===== src/slbc_pkg.sv =====
// Package for the status LED blink code generator.
// Holds the item type, timing, phase and width constants; no dependencies.
package slbc_pkg;

  // One input item as it moves from the input register to the pattern logic
  typedef struct packed {
    logic       cal_request;
    logic [7:0] phase;
    logic [6:0] error_code;
    logic       tick;
  } item_t;

  // Error series timing, in ticks
  localparam logic [3:0] FLASH_ON_TICKS  = 4'd2;
  localparam logic [3:0] FLASH_OFF_TICKS = 4'd4;
  localparam logic [3:0] SERIES_PAUSE    = 4'd12;

  // Phase-driven blink timing, in ticks
  localparam logic [3:0] FAST_PERIOD = 4'd4;
  localparam logic [3:0] FAST_ON     = 4'd2;
  localparam logic [3:0] SLOW_PERIOD = 4'd12;
  localparam logic [3:0] SLOW_ON     = 4'd6;

  // Phase codes
  localparam logic [7:0] RUN_PHASE       = 8'd8;
  localparam logic [7:0] FAST_PHASE_LOW  = 8'd6;
  localparam logic [7:0] FAST_PHASE_HIGH = 8'd7;

  // tdata widths on the stream ports
  localparam int unsigned IN_TDATA_W  = 24;
  localparam int unsigned OUT_TDATA_W = 8;

endpackage


===== src/slbc_pattern.sv =====
// Pattern state and next-state logic of the status LED blink code generator.
// Depends on slbc_pkg for the item type and timing constants.
module slbc_pattern (
  input  logic           clk,
  input  logic           rst,
  input  logic           en,
  input  slbc_pkg::item_t item,
  output logic           led_next
);
  import slbc_pkg::*;

  logic       led_level;
  logic [6:0] last_error;
  logic [6:0] flashes_done;
  logic [3:0] step_timer;
  logic [7:0] last_phase;

  logic       led_level_next;
  logic [6:0] last_error_next;
  logic [6:0] flashes_done_next;
  logic [3:0] step_timer_next;
  logic [7:0] last_phase_next;

  logic       series_step;
  logic       fast_phase;
  logic [3:0] t;

  // Compute the state after one item
  always_comb begin
    led_level_next    = led_level;
    last_error_next   = last_error;
    flashes_done_next = flashes_done;
    step_timer_next   = step_timer;
    last_phase_next   = last_phase;
    series_step       = 1'b0;
    fast_phase        = 1'b0;
    t                 = 4'd0;
    if (item.tick) begin
      if (item.error_code != 7'd0) begin
        // Error series: restart on a new code, else count down the timer
        if (last_error != item.error_code) begin
          led_level_next    = 1'b0;
          last_error_next   = item.error_code;
          flashes_done_next = 7'd0;
          step_timer_next   = 4'd0;
          series_step       = 1'b1;
        end else begin
          step_timer_next = step_timer - 4'd1;
          series_step     = (step_timer_next == 4'd0);
        end
        if (series_step) begin
          if (item.error_code != flashes_done_next) begin
            if (led_level_next) begin
              step_timer_next   = FLASH_OFF_TICKS;
              led_level_next    = 1'b0;
              flashes_done_next = flashes_done_next + 7'd1;
            end else begin
              led_level_next  = 1'b1;
              step_timer_next = FLASH_ON_TICKS;
            end
          end else begin
            led_level_next    = 1'b0;
            step_timer_next   = SERIES_PAUSE;
            flashes_done_next = 7'd0;
          end
        end
      end else begin
        // Leave error mode
        if (last_error != 7'd0) begin
          last_error_next   = 7'd0;
          step_timer_next   = 4'd1;
          flashes_done_next = 7'd0;
        end
        // Restart the pattern on a phase change
        if (item.phase != last_phase) begin
          step_timer_next = 4'd0;
          last_phase_next = item.phase;
        end
        if (item.phase == RUN_PHASE) begin
          led_level_next = ~item.cal_request;
        end else begin
          fast_phase = (item.phase == FAST_PHASE_LOW) || (item.phase == FAST_PHASE_HIGH);
          t          = step_timer_next;
          if (fast_phase) begin
            if (t >= FAST_PERIOD) t = 4'd0;
            led_level_next = (t < FAST_ON);
          end else begin
            if (t >= SLOW_PERIOD) t = 4'd0;
            led_level_next = (t < SLOW_ON);
          end
          step_timer_next = t + 4'd1;
        end
      end
    end
  end

  assign led_next = led_level_next;

  // Advance the state on each processed item
  always_ff @(posedge clk) begin
    if (rst) begin
      led_level    <= 1'b0;
      last_error   <= 7'd0;
      flashes_done <= 7'd0;
      step_timer   <= 4'd0;
      last_phase   <= 8'd0;
    end else if (en) begin
      led_level    <= led_level_next;
      last_error   <= last_error_next;
      flashes_done <= flashes_done_next;
      step_timer   <= step_timer_next;
      last_phase   <= last_phase_next;
    end
  end

  // A non-tick item leaves the LED state alone
  a_no_tick_hold: assert property (@(posedge clk) disable iff (rst)
    en && !item.tick |=> $stable(led_level) && $stable(step_timer) && $stable(last_error))
    else $error("state changed on a non-tick item");

  // A new error code starts the series with a lit flash
  a_new_code_flash: assert property (@(posedge clk) disable iff (rst)
    en && item.tick && item.error_code != 7'd0 && item.error_code != last_error
    |=> led_level && step_timer == FLASH_ON_TICKS && flashes_done == 7'd0)
    else $error("new error code did not start a flash");

  // The flash count never runs past the code being shown
  a_flash_bound: assert property (@(posedge clk) disable iff (rst)
    flashes_done <= last_error)
    else $error("flash count exceeds error code");

endmodule


===== src/status_led_blink_code.sv =====
// Top level of the status LED blink code generator: input register, pattern
// logic and output register. Depends on slbc_pkg and slbc_pattern.
// Path: an accepted item is held in the input register, passes through the pattern
//   logic into the output register and raises m_tvalid there until its transfer.
// Throughput: one item per cycle while m_tready does not stall the output register.
// Reset (rst, synchronous): pattern LED level off, all counters and codes cleared, no items held.
module status_led_blink_code (
  input  logic                                clk,
  input  logic                                rst,
  input  logic                                s_tvalid,
  output logic                                s_tready,
  // [0] tick, [7:1] error_code, [15:8] phase, [16] cal_request, [23:17] zero
  input  logic [slbc_pkg::IN_TDATA_W-1:0]     s_tdata,
  output logic                                m_tvalid,
  input  logic                                m_tready,
  // [0] led_on, [7:1] zero
  output logic [slbc_pkg::OUT_TDATA_W-1:0]    m_tdata
);
  import slbc_pkg::*;

  logic  in_full;
  item_t in_item;
  logic  advance;
  logic  led_next;
  logic  led_on;

  // Move the held item on when the output register is free or being drained
  assign advance  = in_full && (!m_tvalid || m_tready);
  assign s_tready = !in_full || advance;

  // Input register
  always_ff @(posedge clk) begin
    if (rst) begin
      in_full <= 1'b0;
    end else if (s_tready) begin
      in_full <= s_tvalid;
    end
  end

  always_ff @(posedge clk) begin
    if (s_tvalid && s_tready) begin
      in_item.tick        <= s_tdata[0];
      in_item.error_code  <= s_tdata[7:1];
      in_item.phase       <= s_tdata[15:8];
      in_item.cal_request <= s_tdata[16];
    end
  end

  slbc_pattern u_pattern (
    .clk      (clk),
    .rst      (rst),
    .en       (advance),
    .item     (in_item),
    .led_next (led_next)
  );

  // Output register: hold the result until its transfer
  always_ff @(posedge clk) begin
    if (rst) begin
      m_tvalid <= 1'b0;
    end else if (advance) begin
      m_tvalid <= 1'b1;
    end else if (m_tready) begin
      m_tvalid <= 1'b0;
    end
  end

  always_ff @(posedge clk) begin
    if (advance) begin
      led_on <= led_next;
    end
  end

  assign m_tdata = {{(OUT_TDATA_W-1){1'b0}}, led_on};

  // A held item that cannot move blocks new transfers
  a_block_when_full: assert property (@(posedge clk) disable iff (rst)
    in_full && !advance |-> !s_tready)
    else $error("input accepted while input register is blocked");

  // A stalled item stays in the input register
  a_item_kept: assert property (@(posedge clk) disable iff (rst)
    in_full && !advance |=> in_full && $stable(in_item))
    else $error("stalled item lost");

  // Every processed item shows up as a result
  a_result_follows: assert property (@(posedge clk) disable iff (rst)
    advance |=> m_tvalid)
    else $error("processed item produced no result");

endmodule

===== config.mk =====
export PLATFORM = sky130hd
export DESIGN_NAME = status_led_blink_code
export DESIGN_NICKNAME = d
export VERILOG_FILES = /design/src/slbc_pkg.sv /design/src/slbc_pattern.sv /design/src/status_led_blink_code.sv
export SDC_FILE = /design/constraint.sdc
export NUM_CORES = 1
export LEC_CHECK = 0
export ABC_AREA = 1
export BUFFER_PORTS_ARGS = -buffer_cell sky130_fd_sc_hd__clkbuf_2
export CORE_UTILIZATION = 57
export DETAILED_ROUTE_END_ITERATION = 10
export HOLD_SLACK_MARGIN = 0.1
export PLACE_DENSITY = 0.78
export RECOVER_POWER = 50
export SYNTH_ARGS = -nofsm -noshare
export SYNTH_HDL_FRONTEND = slang
export SYNTH_SLANG_ARGS = --single-unit

===== constraint.sdc =====
create_clock -name clk -period 2.4 [get_ports clk]
set_input_delay 0.12 -clock clk [delete_from_list [all_inputs] [get_ports clk]]
set_output_delay 0.12 -clock clk [all_outputs]
set_load 0.05 [all_outputs]

==> results.json, run 1 <==
{
  "status": "completed",
  "worst_pin_slew_ps": 661,
  "worstPathArrival_ps": 2410,
  "fin_skew_ps": 6.78,
  "relSlewSlack_pct": 55.9,
  "required_ps": 2590,
  "yosysWarnings": 0,
  "seq_power_share_pct": 51.7,
  "grt_max_degree": 18,
  "switchingPower_w": 0.000449,
  "ant_nets": 0,
  "die_width_um": 71.5,
  "syn_area_per_cell_um2": 7.18,
  "cp-startpoint": "in_item[10]$_DFFE_PP_",
  "clock_latency_ps": 300,
  "reg2reg_depth": 13,
  "grt_pass1_wl_um": 9600,
  "finalCritPeriodShare_pct": 92.7,
  "powerDensity_nw_per_um2": 521,
  "dr.first_iter.drc_count": 161,
  "grt_overflow_total": 0,
  "die_h_um": 71.5,
  "antenna_found_initial": 0,
  "layout_commonest_cell": "nand2_1",
  "rows": 24,
  "nets": 471,
  "hpwl_um": 3950,
  "ioPinCount": 38,
  "final_layout_size_suffix_gt1_share_pct": 15.2,
  "ff2ff_setup_slack_ps": 170,
  "final_cell_mix": "nand2_1 (101), inv_1 (57), a21oi_1 (30)",
  "cts_tree": "yes",
  "finalPower_w": 0.00171,
  "cts_sinks": 47,
  "cts_buffers": 5,
  "ys_seq_area_share_pct": 40.7,
  "slew_violations": 0,
  "worstSetupEndpoint": "u_pattern.step_timer[1]$_SDFFE_PP0P_",
  "cts_root_buf": "clkbuf_8",
  "synth_seq_cells": 47,
  "critical_path.endpoint_type": "flip-flop",
  "crit_fanout": 8,
  "gp_congestion": 0.876,
  "setup_viol": 0,
  "start_util_pct": 61.1,
  "drc": 0,
  "num_vias": 2488,
  "fmax_ghz": 0.449,
  "clock_path_buffers": 2,
  "setup-tns-final_ps": 0,
  "min_path_type": "input pin to flip-flop",
  "syn_area_um2": 2750,
  "power.share.switching_pct": 26.2,
  "fillCellCount": 354,
  "synth.distinct_cells": 34,
  "vdd.ir_drop.worst_uv": 477,
  "wire_per_inst_um": 11.5,
  "crit_type": "flip-flop to flip-flop",
  "finalHoldViolations": 0,
  "period_minus_slack_ps": 2230,
  "r2r_end": "u_pattern.step_timer[1]$_SDFFE_PP0P_",
  "grt_use_total_pct": 23.8,
  "syn_inst": 383,
  "clkPwrFrac_pct": 35.0,
  "clk_pin_slew_worst_paths_ps": 90,
  "comb_power_share_pct": 13.3,
  "htreeDepth": 2,
  "grt_pass1_vias": 2199,
  "worst_setup_path_start_kind": "flip-flop",
  "core_area_um2": 4500,
  "r2r_start": "in_item[10]$_DFFE_PP_",
  "die_area_um2": 5110,
  "detail_route.first_pass.iterations": 4,
  "diodes": 0,
  "synthToLayoutAreaGrowth_pct": 19.3,
  "io_buffers": 23,
  "p_int_w": 0.00126,
  "finalWirelength_um": 5650,
  "drv_cap": 0,
  "via_per_inst": 5.06,
  "power.leakage_nw": 1.53
}
[routing by layer]
| metal | vias to the layer above | global-route usage (%) | share of wire [%] |
|---|---|---|---|
| met1 | 1106 | 32.7 | 49 |
| met5 | - | 0 | 0 |
| met3 | 4 | 4.36 | 4.1 |
| li1 | 1326 | - | - |
| met2 | 52 | 38.5 | 46 |
| met4 | 0 | 6.97 | 0.71 |
[stage by stage]
stage	util (%)	area [um^2]	cells	hold slack (ps)	setup slack (ps)
2_1_floorplan	-	2770	389	189	183
3_3_place_gp	64.8	2920	459	296	133
3_5_place_dp	64.8	2920	459	299	93.4
4_1_cts	71.6	3230	486	196	54.8
5_1_grt	72.9	3280	492	195	-10.1
6_report	72.9	3280	492	203	174
[power by group through the flow]
stage	clock network, W	registers (W)	logic [W]
2_1_floorplan	0	0.000901	0.000148
3_3_place_gp	0	0.000902	0.000187
3_5_place_dp	0	0.000903	0.000191
4_1_cts	0.000604	0.000885	0.000216
5_1_grt	0.000638	0.000889	0.000252
6_report	0.000599	0.000885	0.000227
[flip-flops by register name (all words and copies together), names as in the netlist]
register / flops
led_on: 1
u_pattern.flashes_done: 7
u_pattern.step_timer: 4
u_pattern.led_level: 1
in_full: 1
u_pattern.last_error: 7
u_pattern.last_phase: 8
in_item: 17
m_tvalid: 1
[synth_stat cells (all sizes together)]
library cell	instances	area (um^2)
nor4	2	18.8
xor2	6	52.6
clkinv	1	3.75
a22oi	1	7.51
xnor2	3	26.3
nand3	28	145
nor3	6	41.3
nand3b	1	7.51
a31oi	2	12.5
edfxtp	18	541
o211ai	2	15.0
clkbuf	2	7.51
or2	2	12.5
nand4	10	62.6
nor2	32	163
a21oi	30	150
nand2	106	410
dfxtp	29	581
conb	1	3.75
o21ai	24	120
buf	11	87.6
ha	4	50.1
inv	62	233
[area by class of cell]
type	count	area [um^2]	area share, %
Timing Repair Buffer	55	399	12.2
Clock buffer	5	68.8	2.10
Clock inverter	3	47.5	1.45
Sequential cell	47	1120	34.1
Inverter	63	236	7.20
Multi-Input combinational cell	267	1350	41.0
Tap cell	52	65.1	1.98
[what timing repair did]
item / in CTS / in global routing
endpoints found under the hold margin: 19 / 0
hold buffers: 19 / 0
buffers inserted: 0 / 5
setup endpoints to repair: 0 / 11
gates resized for setup: 0 / 8
[logic make-up after synthesis]
| kind of cell | Yosys count | share of synthesized area [%] |
|---|---|---|
| AND/OR/NAND/NOR | 187 | 31.3 |
| buffers and inverters | 76 | 12.1 |
| AO/OA/AOI/OAI | 59 | 11.1 |
| flip-flops | 47 | 40.7 |
| XOR/XNOR | 9 | 2.87 |
| adder cells (fa/ha/maj) | 4 | 1.82 |
| other | 1 | 0.136 |
[worst max-delay path: stages, from the launching register on]
cell,delay (ps)
edfxtp_1,450
xor2_1,160
nor2_1,90
nand2_1,80
nor2_4,210
nand2_2,90
o21ai_1,160
or2_2,140
inv_1,40
ha_1,260
nor2_1,130
nor3_1,70
a22oi_1,150
a21oi_1,90
[how the worst min path moves through the flow]
stage                     start                                endpoint  depth (start not counted)
finish                      rst                   m_tvalid$_SDFFE_PP0P_                          2
global route                rst  u_pattern.flashes_done[1]$_SDFFE_PP0P_                          2
CTS                         rst                   m_tvalid$_SDFFE_PP0P_                          2
detailed placement   s_tdata[6]                    in_item[6]$_DFFE_PP_                          1
global placement    s_tdata[12]                   in_item[12]$_DFFE_PP_                          1
floorplan                   rst  u_pattern.flashes_done[0]$_SDFFE_PP0P_                          1
Power figures use the tool's default switching activity.
==> inputs of run 2 (changes only) <==
--- a/config.mk
+++ b/config.mk
@@ -10,7 +10,7 @@
 export CORE_UTILIZATION = 57
 export DETAILED_ROUTE_END_ITERATION = 10
 export HOLD_SLACK_MARGIN = 0.1
-export PLACE_DENSITY = 0.78
+export PLACE_DENSITY = 0.79
 export RECOVER_POWER = 50
 export SYNTH_ARGS = -nofsm -noshare
 export SYNTH_HDL_FRONTEND = slang
==> constraint.sdc (replaced) <==
create_clock -name clk -period 2.4 [get_ports clk]
set_input_delay 0.36 -clock clk [delete_from_list [all_inputs] [get_ports clk]]
set_output_delay 0.36 -clock clk [all_outputs]
set_load 0.05 [all_outputs]
==> run 2 against run 1 <==
  * Non-clock buffer count decreased by 14
  * Cell count fell by 2.8%
  * First-iteration DRC count increased by 24%
  * Flip-flop and latch count stayed put
  * Hold slack improved by 35 ps
  * Combinational power shrank 9.7%
  * Sequential share of layout area rose by 2.0 points
  * Clock-buffer cell count unchanged
  * Total power fell by 9.5%
  * Global-route usage grew 0.17 points
  * Clock skew grew 4.5 ps
==> results.json, run 2 (same netlist as run 1, synthesis figures left out) <==
{
  "grt_overflow_total": 0,
  "fin_skew_ps": 11.3,
  "fmax_ghz": 0.447,
  "io_buffers": 23,
  "status": "completed",
  "crit_chain": "xor2_1, nor2_1, nand2_1, nor2_4, buf_6, nand3_1, o21ai_2, or2_4, inv_1, ha_1, nor2_1, nor3_1, a22oi_1, a21oi_1",
  "grt_max_degree": 18,
  "die_width_um": 71.5,
  "die_area_um2": 5110,
  "rows": 24,
  "worstPathArrival_ps": 2410,
  "r2r_start": "in_item[10]$_DFFE_PP_",
  "setup-tns-final_ps": 0,
  "pre_cts_ws_ps": 122,
  "via_per_inst": 5.28,
  "comb_power_share_pct": 13.2,
  "clkPwrFrac_pct": 29.5,
  "worst_setup_path_start_kind": "flip-flop",
  "grt_pass1_wl_um": 9680,
  "final_cell_mix": "nand2_1 (103), inv_1 (51), a21oi_1 (30)",
  "seq_power_share_pct": 57.3,
  "nets": 457,
  "cp-startpoint": "in_item[10]$_DFFE_PP_",
  "wire_per_inst_um": 12.1,
  "core_area_um2": 4500,
  "critical_path.endpoint_type": "flip-flop",
  "hold_buffers": 0,
  "power.leakage_nw": 1.45,
  "worst_pin_slew_ps": 636,
  "finalHoldViolations": 0,
  "use_met2_pct": 38.9,
  "rsz0062_at_grt": "false",
  "layout_commonest_cell": "nand2_1",
  "synthToLayoutAreaGrowth_pct": 12.7,
  "diodes": 0,
  "ioPinCount": 38,
  "drc": 0,
  "slew_violations": 0,
  "slowest_stage": "edfxtp_1",
  "start_util_pct": 61.1,
  "seqCellArea_um2": 1120,
  "grt_use_met1_pct": 33.1,
  "power.share.switching_pct": 27.3,
  "clock_latency_ps": 300,
  "clk_pin_slew_worst_paths_ps": 90,
  "final_layout_size_suffix_gt1_share_pct": 17.4,
  "use_met3_pct": 4.22,
  "crit_top_cell": "nor2_1",
  "top_usage_layer": "met2",
  "detail_route.first_pass.iterations": 5,
  "crit_fanout": 6,
  "p_int_w": 0.00113,
  "period_minus_slack_ps": 2240,
  "num_vias": 2524,
  "powerDensity_nw_per_um2": 499,
  "required_ps": 2580,
  "finalWirelength_um": 5800,
  "cts_tree": "yes",
  "drv_cap": 0,
  "finalWorstSetupSlack_ps": 164,
  "crit_type": "flip-flop to flip-flop",
  "htreeDepth": 2,
  "die_h_um": 71.5,
  "grt_use_total_pct": 23.9,
  "holdCritStartpoint": "s_tdata[11]",
  "switchingPower_w": 0.000422,
  "gp_congestion": 0.887,
  "antenna_found_initial": 0,
  "top_register": "in_item",
  "cts_sinks": 47,
  "relSlewSlack_pct": 57.5,
  "dr.first_iter.drc_count": 200,
  "finalCritPeriodShare_pct": 93.2,
  "top_regs": "in_item x17, u_pattern.last_phase x8",
  "grt_pass1_vias": 2262,
  "min_path_type": "input pin to flip-flop",
  "cts_buffers": 5,
  "vdd.ir_drop.worst_uv": 468,
  "ant_nets": 0,
  "fillCellCount": 373,
  "multi_input_area_um2": 1340,
  "slowest_delay_ps": 440,
  "cts_root_buf": "clkbuf_8",
  "setup_viol": 0,
  "largest_reg_flops": 17,
  "hpwl_um": 4080,
  "clock_path_buffers": 2
}
## run 2: critical path: cells and delay by family (launching register included)
family          cells  cell delay, ps
compound gates      3             320
xor+xnor            1             170
fa+ha+maj           1             280
buf+inv             2             170
flops               1             440
simple gates        7             750
## run 2: area by class of cell
type                            count  share of cell area, %
Multi-Input combinational cell    267                   43.3
Inverter                           63                   7.63
Clock inverter                      3                  0.484
Timing Repair Buffer               41                   8.07
Sequential cell                    47                   36.2
Clock buffer                        5                   2.22
Tap cell                           52                   2.10
## run 2: power groups by stage
stage | clock network [W] | registers, W | logic (W)
finish | 0.000457 | 0.000887 | 0.000205
global placement | 0 | 0.000903 | 0.000185
floorplan | 0 | 0.000901 | 0.000148
global route | 0.000494 | 0.000892 | 0.000228
detailed placement | 0 | 0.000904 | 0.000190
CTS | 0.000466 | 0.000885 | 0.000191
## run 2: what timing repair did
| action | CTS | global route |
|---|---|---|
| setup endpoints to repair | 0 | 5 |
| setup buffers | 0 | 9 |
| gates resized for setup | 0 | 14 |
| hold endpoints to repair | 0 | 0 |
## run 2: final timing paths
check | to | slack [ps] | cells after the start
worst max-delay path | u_pattern.step_timer[1]$_SDFFE_PP0P_ | 160 | 14
worst min-delay path | in_item[11]$_DFFE_PP_ | 240 | 1
worst max register to register | u_pattern.step_timer[1]$_SDFFE_PP0P_ | 160 | 14
worst min register to register | u_pattern.flashes_done[5]$_SDFFE_PP0P_ | 490 | 2
## run 2: metrics by stage
step | cell area, um^2 | std cells | hold slack, ps | util, % | total power, W
5_1_grt | 3100 | 478 | 224 | 68.8 | 0.00161
4_1_cts | 3010 | 468 | 234 | 66.8 | 0.00154
3_5_place_dp | 2930 | 460 | 477 | 65.0 | 0.00109
3_3_place_gp | 2930 | 460 | 459 | 65.0 | 0.00109
6_report | 3100 | 478 | 239 | 68.8 | 0.00155
2_1_floorplan | 2770 | 389 | 429 | - | 0.00105
## run 2: routing by layer
metal	vias to the layer above	wire (um)	share of wire, %
li1	1309	-	-
met1	1111	2730	47
met2	91	2690	46
met3	13	300	5.2
met4	0	78	1.3
met5	-	0	0
==> inputs of run 3 (changes only) <==
--- a/config.mk
+++ b/config.mk
@@ -7,11 +7,11 @@
 export LEC_CHECK = 0
 export ABC_AREA = 1
 export BUFFER_PORTS_ARGS = -buffer_cell sky130_fd_sc_hd__clkbuf_2
-export CORE_UTILIZATION = 57
+export CORE_UTILIZATION = 30
 export DETAILED_ROUTE_END_ITERATION = 10
 export HOLD_SLACK_MARGIN = 0.1
-export PLACE_DENSITY = 0.79
 export RECOVER_POWER = 50
+export REMOVE_ABC_BUFFERS = 1
 export SYNTH_ARGS = -nofsm -noshare
 export SYNTH_HDL_FRONTEND = slang
 export SYNTH_SLANG_ARGS = --single-unit
==> run 3 against run 2 <==
  * The run now ends with DRC left
  * Design area rose by 2.9%
  * Total power increased by 7.0%
  * Routed wire length down 2.3%
  * Clock-buffer cell count is 2 higher
  * Fmax decreased by 0.43%
  * Critical path depth unchanged
  * Flip-flop and latch count did not move
  * Highest routed layer unchanged
==> results.json, run 3 (same netlist as run 1, synthesis figures left out) <==
{
  "status": "finished, violations left",
  "violations": "DRC",
  "io_buffers": 23,
  "multi_input_area_um2": 1350,
  "dp.cells": 519,
  "seqCellArea_um2": 1120,
  "setup_viol": 0,
  "crit_type": "flip-flop to flip-flop",
  "postLayoutCellArea_um2": 3190,
  "hpwl_um": 4160,
  "grt_pass1_wl_um": 9630,
  "nets": 457,
  "num_vias": 2434,
  "slew_violations": 0,
  "clk_pin_slew_worst_paths_ps": 90,
  "worst_pin_slew_ps": 665,
  "holdCritStartpoint": "s_tdata[16]",
  "vdd.ir_drop.worst_uv": 272,
  "top_regs": "in_item x17, u_pattern.last_phase x8",
  "crit_fanout": 7,
  "rows": 34,
  "critical_path.endpoint_type": "flip-flop",
  "slowest_delay_ps": 450,
  "clock_latency_ps": 300,
  "cts_sinks": 47,
  "ff2ff_setup_slack_ps": 150,
  "setup-tns-final_ps": 0,
  "fin_skew_ps": 11.3,
  "largest_reg_flops": 17,
  "detail_route.first_pass.iterations": 9,
  "min_path_type": "input pin to flip-flop",
  "start_util_pct": 31.2,
  "grt_use_total_pct": 12.2,
  "hold_buffers": 0,
  "final_cell_mix": "nand2_1 (101), inv_1 (59), a21oi_1 (30)",
  "via_per_inst": 4.56,
  "grt_max_degree": 18,
  "cts_root_buf": "clkbuf_8",
  "drv_cap": 0,
  "wire_per_inst_um": 10.6,
  "die_width_um": 97.8,
  "gp_congestion": 0.825,
  "power.leakage_nw": 1.47,
  "period_minus_slack_ps": 2250,
  "grt_overflow_total": 0,
  "drc": 6,
  "worst_setup_path_start_kind": "flip-flop",
  "htreeDepth": 2,
  "cts_tree": "yes",
  "place_area_um2": 3020,
  "powerDensity_nw_per_um2": 519,
  "layout_commonest_cell": "nand2_1",
  "crit_chain": "xor2_1, nor2_1, nand2_1, nor2_4, nand2_2, or2_2, inv_1, ha_1, nand2_1, nor3_1, nand3b_1, nand2_1, a31oi_1, nor2_1",
  "crit_buf_inv": 1,
  "worstSetupPathDepth": 14,
  "finalCritPeriodShare_pct": 93.6,
  "cts_buffers": 5,
  "worstPathArrival_ps": 2450,
  "grt_pass1_vias": 2260,
  "ioPinCount": 38,
  "core_area_um2": 8810,
  "die_h_um": 97.8,
  "dr.first_iter.drc_count": 110,
  "fillCellCount": 901,
  "diodes": 0,
  "slowest_stage": "edfxtp_1",
  "required_ps": 2600,
  "stdcell_count": 534,
  "r2r_start": "in_item[9]$_DFFE_PP_",
  "antenna_found_initial": 0,
  "clock_path_buffers": 2,
  "synthToLayoutAreaGrowth_pct": 16.0,
  "reg2reg_depth": 14,
  "fmax_ghz": 0.445,
  "r2r_end": "u_pattern.step_timer[2]$_SDFFE_PP0P_",
  "finalWirelength_um": 5670,
  "path_delay_family": "simple AND/OR/NAND/NOR gates",
  "worstSetupEndpoint": "u_pattern.step_timer[2]$_SDFFE_PP0P_",
  "cp-startpoint": "in_item[9]$_DFFE_PP_",
  "holdPathStages": 1,
  "top_register": "in_item",
  "finalHoldViolations": 0,
  "die_area_um2": 9560,
  "final_layout_size_suffix_gt1_share_pct": 16.4,
  "relSlewSlack_pct": 55.6,
  "crit_top_cell": "nand2_1",
  "ant_nets": 0
}
-- run 3: changes by cell type in the layout (fill, tap and decap cells not counted), sizes merged --
cell / before / now
clkinvlp: 1 / 0
clkinv: 3 / 1
clkbuf: 28 / 30
bufinv: 0 / 1
-- run 3: worst min path at each step --
stage,endpoint,slack [ps]
floorplan,in_full$_SDFFE_PP0N_,430
global placement,u_pattern.flashes_done[6]$_SDFFE_PP0P_,460
detailed placement,u_pattern.flashes_done[6]$_SDFFE_PP0P_,460
CTS,in_item[14]$_DFFE_PP_,220
global route,in_item[13]$_DFFE_PP_,210
finish,in_item[16]$_DFFE_PP_,230
-- run 3: stage by stage --
| step | total power, W | setup WS [ps] | hold slack, ps | util, % |
|---|---|---|---|---|
| after CTS | 0.00167 | 69.8 | 221 | 35.5 |
| after global placement | 0.00110 | 115 | 458 | 34.3 |
| after floorplan | 0.00104 | 183 | 429 | - |
| after global routing | 0.00174 | -13.0 | 213 | 36.2 |
| after detailed placement | 0.00110 | 83.6 | 464 | 34.3 |
| final | 0.00166 | 155 | 227 | 36.2 |
-- run 3: report_power, final --
group	internal (W)	total (W)	switching, W
Combinational	0.0000645	0.000200	0.000136
Clock	0.000312	0.000572	0.000260
Sequential	0.000861	0.000884	0.0000233
Total	0.00124	0.00166	0.000419
-- run 3: area by class of cell --
type / instances / share of cell area [%]
flip-flops and latches: 47 / 35.1
clock inverters: 1 / 0.941
repair buffers: 41 / 7.72
well taps: 108 / 4.23
inverters: 63 / 7.41
clock buffers: 7 / 2.39
multi-input cells: 267 / 42.2
-- run 3: repair_timing --
| item | 4_1_cts | 5_1_grt |
|---|---|---|
| endpoints found under the setup margin | 0 | 9 |
| resized for setup | 0 | 7 |
| buffers inserted | 0 | 6 |
-- run 3: layer usage --
metal | GRT usage, % | part of all wire (%) | up-vias
met3 | 1.79 | 3.3 | 6
met5 | 0 | 0 | -
met1 | 15.2 | 48 | 1082
li1 | - | - | 1303
met4 | 4.20 | 1.4 | 0
met2 | 21.4 | 47 | 43
